==> src/rtl/gf2r_pkg.sv <==
package gf2r_pkg;

    // Fixed field widths
    localparam int ROW_W      = 32;
    localparam int RANK_W     = 6;
    localparam int OUT_DATA_W = 8;

    // Basis slots available (one per column of the row field)
    localparam int SLOT_COUNT = 32;

    // Default column count
    localparam int ROW_BITS_DEF = 32;

    // Result handed from the elimination core to the output stage
    typedef struct packed {
        logic              valid;
        logic [RANK_W-1:0] rank;
    } t_res;

endpackage

==> src/rtl/gf2_matrix_rank_unit.sv <==
// GF(2) matrix rank unit.
// Rows stream in on the s-side channel, one row per transaction: tdata carries
// the row (bit c is column c), tlast marks the final row of a matrix. Bits at
// or above ROW_BITS are ignored; at most 32 columns are used.
// Each row is reduced against a basis held in a small synchronous RAM, one
// column a cycle from the highest down, with the next slot prefetched. The
// scan of a row ends when it reduces to zero, finds an empty slot or passes
// column zero. s_tready is high only while the unit waits for a row.
// After the row marked last, the rank appears on the m-side channel as the
// low six bits of tdata. When it moves to the output register, the basis is
// cleared (its slot valid bits drop), so the next matrix may follow at once.
// The rank sits in an output register; a stalled receiver does not stop the
// next matrix from being processed, only the next rank from being handed over.
// Reset (synchronous, active low) empties the basis, zeroes the rank count
// and drops m_tvalid.
module gf2_matrix_rank_unit
    import gf2r_pkg::*;
#(
    parameter int ROW_BITS = ROW_BITS_DEF
) (
    input  logic                  i_clk,
    input  logic                  i_rst_n,
    // s-side: tdata = row_bits[31:0]
    input  logic                  i_s_tvalid,
    output logic                  o_s_tready,
    input  logic [ROW_W-1:0]      i_s_tdata,
    input  logic                  i_s_tlast,
    // m-side: tdata = rank[5:0], zero padding [7:6]
    output logic                  o_m_tvalid,
    input  logic                  i_m_tready,
    output logic [OUT_DATA_W-1:0] o_m_tdata
);

    localparam int COLS = (ROW_BITS < SLOT_COUNT) ? ROW_BITS : SLOT_COUNT;

    logic              s_accept;
    logic              res_ready;
    t_res              res;
    logic              r_out_valid;
    logic [RANK_W-1:0] r_out_rank;

    assign s_accept  = i_s_tvalid && o_s_tready;
    assign res_ready = !r_out_valid || i_m_tready;

    gf2r_elim #(
        .ROW_BITS (ROW_BITS)
    ) u_elim (
        .i_clk       (i_clk),
        .i_rst_n     (i_rst_n),
        .i_start     (s_accept),
        .i_row       (i_s_tdata[COLS-1:0]),
        .i_last      (i_s_tlast),
        .o_ready     (o_s_tready),
        .i_res_ready (res_ready),
        .o_res       (res)
    );

    // Output register
    always_ff @(posedge i_clk) begin
        if (!i_rst_n) begin
            r_out_valid <= 1'b0;
        end else if (res_ready) begin
            r_out_valid <= res.valid;
            if (res.valid) begin
                r_out_rank <= res.rank;
            end
        end
    end

    assign o_m_tvalid = r_out_valid;
    assign o_m_tdata  = {{(OUT_DATA_W - RANK_W){1'b0}}, r_out_rank};

endmodule

==> src/rtl/gf2r_ram.sv <==
module gf2r_ram #(
    parameter int WIDTH = 32,
    parameter int DEPTH = 32,
    localparam int AW   = (DEPTH > 1) ? $clog2(DEPTH) : 1
) (
    input  logic             i_clk,
    input  logic             i_we,
    input  logic [AW-1:0]    i_waddr,
    input  logic [WIDTH-1:0] i_wdata,
    input  logic [AW-1:0]    i_raddr,
    output logic [WIDTH-1:0] o_rdata
);

    logic [WIDTH-1:0] r_mem [DEPTH];
    logic [WIDTH-1:0] r_rdata;

    // One write port, one registered read port
    always_ff @(posedge i_clk) begin
        if (i_we) begin
            r_mem[i_waddr] <= i_wdata;
        end
        r_rdata <= r_mem[i_raddr];
    end

    assign o_rdata = r_rdata;

endmodule

==> src/rtl/gf2r_elim.sv <==
module gf2r_elim
    import gf2r_pkg::*;
#(
    parameter int ROW_BITS = ROW_BITS_DEF,
    localparam int COLS    = (ROW_BITS < SLOT_COUNT) ? ROW_BITS : SLOT_COUNT,
    localparam int AW      = (COLS > 1) ? $clog2(COLS) : 1
) (
    input  logic            i_clk,
    input  logic            i_rst_n,
    input  logic            i_start,     // row transaction accepted this cycle
    input  logic [COLS-1:0] i_row,
    input  logic            i_last,
    output logic            o_ready,
    input  logic            i_res_ready, // output stage can take a rank
    output t_res            o_res
);

    typedef enum logic [1:0] {
        S_IDLE,
        S_SCAN,
        S_DONE
    } t_state;

    localparam logic [AW-1:0] TOP_COL = AW'(COLS - 1);

    t_state            r_state;
    logic [COLS-1:0]   r_row;
    logic              r_last;
    logic [AW-1:0]     r_col;
    logic [COLS-1:0]   r_valid;
    logic [RANK_W-1:0] r_rank;

    logic [AW-1:0]     rd_addr;
    logic [COLS-1:0]   rd_data;
    logic              cur_bit;
    logic              cur_vld;
    logic              row_zero;
    logic              ins_slot;
    logic [COLS-1:0]   n_row;

    // Basis store: slot c holds a row whose leading bit is c
    gf2r_ram #(
        .WIDTH (COLS),
        .DEPTH (COLS)
    ) u_basis (
        .i_clk   (i_clk),
        .i_we    (ins_slot),
        .i_waddr (r_col),
        .i_wdata (r_row),
        .i_raddr (rd_addr),
        .o_rdata (rd_data)
    );

    // Prefetch: the slot for the next column is read during the current column's step
    assign rd_addr  = (r_state == S_IDLE) ? TOP_COL : (r_col - 1'b1);

    assign cur_bit  = r_row[r_col];
    assign cur_vld  = r_valid[r_col];
    assign row_zero = (r_row == '0);
    assign ins_slot = (r_state == S_SCAN) && !row_zero && cur_bit && !cur_vld;
    assign n_row    = cur_bit ? (r_row ^ rd_data) : r_row;

    assign o_ready     = (r_state == S_IDLE);
    assign o_res.valid = (r_state == S_DONE) && r_last;
    assign o_res.rank  = r_rank;

    // Sequencer: scan columns high to low, one reduction step a cycle
    always_ff @(posedge i_clk) begin
        if (!i_rst_n) begin
            r_state <= S_IDLE;
            r_valid <= '0;
            r_rank  <= '0;
        end else begin
            case (r_state)
                S_IDLE: begin
                    if (i_start) begin
                        r_row   <= i_row;
                        r_last  <= i_last;
                        r_col   <= TOP_COL;
                        r_state <= S_SCAN;
                    end
                end
                S_SCAN: begin
                    if (row_zero) begin
                        r_state <= S_DONE;
                    end else if (ins_slot) begin
                        r_valid[r_col] <= 1'b1;
                        r_rank         <= r_rank + 1'b1;
                        r_state        <= S_DONE;
                    end else begin
                        r_row <= n_row;
                        if (r_col == '0) begin
                            r_state <= S_DONE;
                        end else begin
                            r_col <= r_col - 1'b1;
                        end
                    end
                end
                S_DONE: begin
                    if (!r_last) begin
                        r_state <= S_IDLE;
                    end else if (i_res_ready) begin
                        // rank handed over, start a fresh matrix
                        r_valid <= '0;
                        r_rank  <= '0;
                        r_state <= S_IDLE;
                    end
                end
                default: begin
                    r_state <= S_IDLE;
                end
            endcase
        end
    end

endmodule

==> config.mk <==
export PLATFORM = sky130hd
export DESIGN_NAME = gf2_matrix_rank_unit
export DESIGN_NICKNAME = d
export VERILOG_FILES = /design/src/rtl/gf2r_pkg.sv /design/src/rtl/gf2_matrix_rank_unit.sv /design/src/rtl/gf2r_ram.sv /design/src/rtl/gf2r_elim.sv
export SDC_FILE = /design/constraint.sdc
export NUM_CORES = 1
export LEC_CHECK = 0
export BUFFER_PORTS_ARGS = -buffer_cell sky130_fd_sc_hd__buf_2
export CAP_MARGIN = 10
export CELL_PAD_IN_SITES_DETAIL_PLACEMENT = 0
export CELL_PAD_IN_SITES_GLOBAL_PLACEMENT = 1
export CORE_UTILIZATION = 49
export CTS_CLUSTER_DIAMETER = 60
export CTS_CLUSTER_SIZE = 25
export DETAILED_ROUTE_END_ITERATION = 8
export PLACE_DENSITY_LB_ADDON = 0.08
export SKIP_CTS_REPAIR_TIMING = 1
export SLEW_MARGIN = 10
export SYNTH_ARGS = -nofsm -noshare
export SYNTH_HDL_FRONTEND = slang
export SYNTH_SLANG_ARGS = --single-unit
export TNS_END_PERCENT = 10
==> constraint.sdc <==
create_clock -name i_clk -period 6.6 [get_ports i_clk]
set_clock_uncertainty 0.15 [all_clocks]
set_input_delay 0.99 -clock i_clk [delete_from_list [all_inputs] [get_ports i_clk]]
set_output_delay 0.99 -clock i_clk [all_outputs]
set_load 0.05 [all_outputs]
---- After elaboration in Yosys (flattened, before gate mapping) ----
Memories as Yosys holds them, arrays and structs flattened. A register that Yosys moved wholly into a read port is not among the register bits.
Cells that the tools add are included.
storage, ports and cells
  output and inout bits ................... 10
  ROM bits ................................ 0
  latch bits .............................. 0
  memories kept ........................... 1
  memory bits (writable) .................. 1,024
  word-level logic and storage cells ...... 84
  register bits ........................... 85
operators by class
  reduce and logical (&&, ||, !) cells .... 21
  $lt $le $gt $ge ......................... 2
  add/subtract/negate cells ............... 2
  div/mod/pow operators ................... 0
  shift-type cells ........................ 0
  multiply operators ...................... 0
  mux-type cells .......................... 36
  bitwise gates (word level) .............. 2
  equal/unequal tests ..................... 12
memory list
  name                  words  bits a word  rd ports  clocked after memory_dff  wr ports  line            text
  u_elim.u_basis.r_mem  32     32           1         1                         1         gf2r_ram.sv:14  logic [WIDTH-1:0] r_mem [DEPTH];
operators with widths
  cell                                                                          count
  32-bit two-way mux                                                            8
  32-bit one-hot mux with 2 select lines                                        2
  32-bit logical NOT                                                            1
  32-bit bitwise OR                                                             1
  32-bit XOR                                                                    1
  5-bit two-way mux                                                             5
  6-bit two-way mux                                                             4
  2-bit two-way mux                                                             6
  6-bit one-hot mux with 2 select lines                                         1
  6-bit AND reduction                                                           2
  1-bit binary-select mux with 5-bit select                                     2
  5-bit one-hot mux with 2 select lines                                         1
  3-bit AND reduction                                                           3
  2-bit by 1-bit != test with 1-bit output, second input constant               4
  2-bit != test, second input constant                                          4
  6-bit by 1-bit adder with 6-bit output, second input constant                 1
  1-bit logical AND                                                             6
  5-bit by 6-bit less-than comparator with 1-bit output, second input constant  1
  2-bit one-hot mux with 3 select lines                                         1
  1-bit demux with 5-bit select                                                 1
  5-bit by 1-bit >= comparator with 1-bit output, second input constant         1
  5-bit logical NOT                                                             1
  1-bit two-way mux                                                             5
  5-bit AND reduction                                                           1
  9 further kinds                                                               12

---- Depth between registers and ports, before layout ----
  word-level depth ........................ 8
  gate-level depth with buffers ........... 15
  mapped depth without buffers ............ 8

---- Modules after synthesis ----
Synthesis repeated with hierarchy kept, for this count alone.
unflattened totals
  cells, all modules ...................... 2,751
  area, all modules ....................... 45,062.0 um^2
modules (own cells, without submodules)
  module                instances  area an instance (um^2)  seq. area each (um^2)  cells an instance
  gf2r_ram              1          40,490.1                 31,390.1               2,261
  gf2r_elim             1          4,315.4                  1,941.9                475
  gf2_matrix_rank_unit  1          256.5                    200.2                  15

---- Least setup slack after synthesis ----
No wires, ideal clock.
  path type ............................... register to register
  start point ............................. register u_elim.r_row[11]
  end point ............................... register u_elim.r_row[0] (enable)
  library setup time ...................... 522 ps
  clock period less this slack ............ 6,156 ps
  cell stages (with the launch flop) ...... 7
  required time ........................... 5,928 ps
  data arrival time ....................... 5,484 ps
  slack ................................... 444 ps
  path through ............................ edfxtp_1 mux4_2 a222oi_1 o2111a_2 nor2_2 buf_2 a2111oi_1
between the ends
  cells in the longest elaborated chain, start to end .. 7
  elaborated cells on any way between the ends .. 11
  those cells by class .................... 3 x eq/ne; 2 x mux; 6 x reduce/logical
RTL lines
  item                                                                                               line             text
  start, declared                                                                                    gf2r_elim.sv:27  logic [COLS-1:0] r_row;
  start signal, assigned                                                                             gf2r_elim.sv:77  r_row <= i_row;
  start signal, assigned                                                                             gf2r_elim.sv:91  r_row <= n_row;
  parallel branches: the longest is 6 deep, another holds 1-bit binary-select mux with 5-bit select  -
  6-bit AND reduction (no source line) (*)                                                           -
Every way passes the cells marked *. The select of a mux whose other input is x is not followed.
A chain may end at the register's enable or synchronous reset.

---- Worst setup path in the final report ----
  start point ............................. register u_elim.r_col[0]
  end point ............................... memory u_elim.u_basis.r_mem[14][17] (enable)
between the ends
  cells in the longest elaborated chain, start to end .. 6
  elaborated cells on any way between the ends .. 9
  those cells by class .................... 6 x mux; 3 x reduce/logical
RTL lines
  item                                                          line                              text
  start, declared                                               gf2r_elim.sv:29                   logic [AW-1:0] r_col;
  start signal, assigned                                        gf2r_elim.sv:95                   r_col <= r_col - 1'b1;
  1-bit binary-select mux with 5-bit select (on tied branches)  gf2r_elim.sv:57, gf2r_elim.sv:58
  1-bit two-way mux (on tied branches)                          gf2r_elim.sv:57, gf2r_elim.sv:58
  1-bit logical AND or 1-bit logical NOT (tied branches)        gf2r_elim.sv:60                   assign ins_slot = (r_state == S_SCAN) && !row_zero && cur_bit && !cur_vld;
  1-bit logical AND                                             gf2r_elim.sv:60
  1-bit two-way mux                                             gf2r_ram.sv:19                    if (i_we) begin
  1-bit two-way mux (implied by the code)                       gf2r_ram.sv:20                    r_mem[i_waddr] <= i_wdata;
  end, declared                                                 gf2r_ram.sv:14
Several ways; a longest one is shown, not always the timed one. The select of a mux whose other input is x is not followed.

==> summary.md <==
| Metric | Value |
|---|---|
| Status | `finished clean` |
| RSZ-0062 raised after global routing | `false` |
| Layout cells sized above 1 | `14.6%` |
| Hold Crit Class | `reg2reg` |
| Top sig layer | `met4` |
| Setup Viol. Count Final | `0` |
| Met2 wire len | `60400 µm` |
| Design area | `0.0499 mm²` |
| Final WL | `135000 µm` |
| CP max-delay cell | `edfxtp_1` |
| DR DRC count | `0` |
| Asr flop ratio synth | `0%` |
| FILL cells | `7171` |
| VDD IR max | `about 220 µV` |
| Routability Congestion | `0.835` |
| Clock insertion delay at the later pin of the skew report | `between 600 and 700 ps` |
| Port bufs | `44` |
| Floorplan row count | `110` |
| Antenna Nets Post-Route | `0` |
| Metal1 wirelength | `about 58000 µm` |
| Post-synth top cells | `edfxtp_1, nand2_1, o221ai_1` |
| Placed Instances | `4008` |
| Sequential element share of the synthesized area | `74.6%` |
| Core area | `approximately 0.090 mm²` |
| GRT Util Overall | `29.0%` |
| Crit path arrival time | `5300 ps` |
| Total die area | `0.0930 mm²` |
| # IOs | `47` |
| Syn Inst Count | `2915` |
| Clock root cell | `clkbuf_16` |
| Vias | `27747` |
| Vias in the first global route | `26872` |
| HPWL Detailed | `69600 µm` |
| # nets final | `~3000` |
| CTS H-tree lvls | `3` |
| Crit start category | `register` |
| Critical-path cell list | `buf_4 > mux2i_1 > o32ai_1 > a22oi_1 > o2111a_2 > nor2_2 > and3_2 > buf_4` |
| Syn Std Cell Area | `between 0.04 and 0.05 mm²` |
| Cell taking the most area after synthesis | `edfxtp_1` |
| Max Slew Vio Count | `0` |
| Die Span Y | `305 µm` |
| Iter 0 DRT Violations | `3780` |
| Num CTS Buffers | `82` |
| GRT Residual Overflow | `0` |
| Max Fclk | `around 200 MHz` |
| P_leak | `16.2 nW` |
| Die W | `305 µm` |
| Vias per Instance | `6.67` |
| Avg Cell Area, Syn | `around 15 µm²` |
| # Max-Cap Violations | `0` |
| CP Max Fanout | `30` |
| Post-synth EDFFs | `1068` |
| First-pass GRT wire length | `194000 µm` |
| Post-Layout Cell Count | `4163` |
| Slowest stage delay, CP | `1120 ps` |
| Count leader, synth | `edfxtp_1` |
| Clk slew on worst S/H paths | `80 ps` |
| First-pass iteration count of the detailed router | `5` |
| Initial antenna violation count | `2` |
| Synth top area share | `about 71%` |
| WL per Instance | `32.5 µm` |
| Pin count of the biggest net entering global routing | `172` |
| WS Path Type | `reg2reg` |
| Bufs and invs on worst path | `2` |
| Met3 wire len | `14100 µm` |
| CTS Buffer Depth | `3` |
| CTS tree | `done` |
| Area after DPL | `between 0.04 and 0.05 mm²` |
| Final Hold Viols | `0` |
| YS warnings | `0` |
| Slew @ Worst Pin | `1230 ps` |
| Critical Path Most Common Cell | `buf_4` |
| Crit path max-delay family | `simple AND/OR/NAND/NOR gates` |
| Area grow syn2layout | `10.9%` |
| Synth unique cells | `65` |
| Synth area leaders | `edfxtp_1, o221ai_1, nand2_1` |
| Yosys reg bits | `~1100` |
| CP required | `approximately 7000 ps` |
| Power per standard cell area | `between 200 and 300 mW/mm²` |
| Setup_tns | `0 ps` |
| Pre-CTS setup slack | `1590 ps` |
| Final worst setup slack | `about 1500 ps` |
| CTS Sinks | `approximately 1100` |
| Max-slew headroom | `between 10% and 20%` |
| Final core occ | `55.2%` |
| Crit. End Element | `register` |
| Fin crit share | `77.1%` |
| Synth Flop Type | `edfxtp_1` |
| Crit path time final | `5090 ps` |
| Initial Utilization | `49.7%` |
## flip-flops by register name, indices dropped and copies added, names as in the netlist
| signal | flops |
|---|---|
| u_elim.u_basis.r_mem | 1024 |
| u_elim.r_row | 32 |
| u_elim.r_valid | 32 |
| u_elim.u_basis.o_rdata | 32 |
| r_out_rank | 6 |
| u_elim.r_rank | 6 |
| u_elim.r_col | 5 |
| u_elim.r_state | 2 |
| o_m_tvalid | 1 |
| u_elim.r_last | 1 |
## worst register-to-register path: stages (launching register included)
cell      delay, ps
edfxtp_1       1120
buf_4           460
mux2i_1         150
o32ai_1         320
a22oi_1         170
o2111a_2        330
nor2_2          720
and3_2          940
buf_4           410
## cell type report
cell class | count | area (µm²) | area share, %
Multi-Input combinational cell | 1523 | 10400 | 20.8
Tap cell | 1176 | 1470 | 2.95
Clock buffer | 87 | 2140 | 4.30
Timing Repair Buffer | 164 | 1500 | 3.00
Antenna cell | 3 | 7.51 | 0.0151
Inverter | 4 | 22.5 | 0.0452
Clock inverter | 65 | 835 | 1.67
Sequential cell | 1141 | 33500 | 67.2
## per-stage QoR
stage | hold slack (ps) | power (mW)
after floorplan | 286 | 8.92
after global routing | 336 | 15.2
after global placement | 299 | 9.34
after detailed placement | 304 | 9.36
final | 318 | 14.8
after CTS | 319 | 14.8
## cell usage in the layout, fill, tap and decap left out, types with 22 or more instances in the layout
cell type  instances
and3_2            29
buf_12            30
a31oi_1           64
dfxtp_1           73
edfxtp_1        1068
mux4_2            36
buf_2             44
nand2_1          432
a31o_2            33
clkbuf_16         85
buf_4             90
a211oi_1          64
o21ai_0           37
o221ai_1         258
a311oi_1          64
mux2i_1           22
and3_1           136
a32o_1            28
nand3_1          134
a31o_1            32
xnor2_1           32
## power by group
part | leakage [nW] | switching (mW) | internal, mW
clock network | 1.42 | 2.85 | 2.72
logic | 4.55 | 0.753 | 0.337
registers | 10.2 | 0.0750 | 8.05
total | 16.2 | 3.67 | 11.1
## metal layers
metal	up-vias	global-route usage, %
met3	154	7.37
met1	14452	42.4
met5	-	0
li1	11762	-
met4	0	7.65
met2	1379	43.1
## path summary, 6_finish.rpt
kind / from / to / slack [ps] / cells past startpoint
setup / recovery: u_elim.r_col[0] / u_elim.u_basis.r_mem[14][17] / 1510 / 8
hold / removal: u_elim.r_valid[19] / u_elim.r_valid[19] / 320 / 1
setup reg to reg: u_elim.r_col[0] / u_elim.u_basis.r_mem[14][17] / 1510 / 8
hold reg to reg: u_elim.r_valid[19] / u_elim.r_valid[19] / 320 / 1
## cell families (layout without fill, tap and decap cells)
family / Yosys count / in the layout / synth area share (%)
flops: 1141 / 1141 / 74.6
compound gates: 616 / 616 / 11.2
fa+ha+maj: 5 / 5 / 0.139
buf+inv: 252 / 320 / 2.70
other cells: 1 / 5 / 0.00834
mux: 60 / 60 / 2.34
simple gates: 807 / 807 / 8.43
xor+xnor: 33 / 33 / 0.643
No activity file was read; power rests on OpenSTA's default activity.
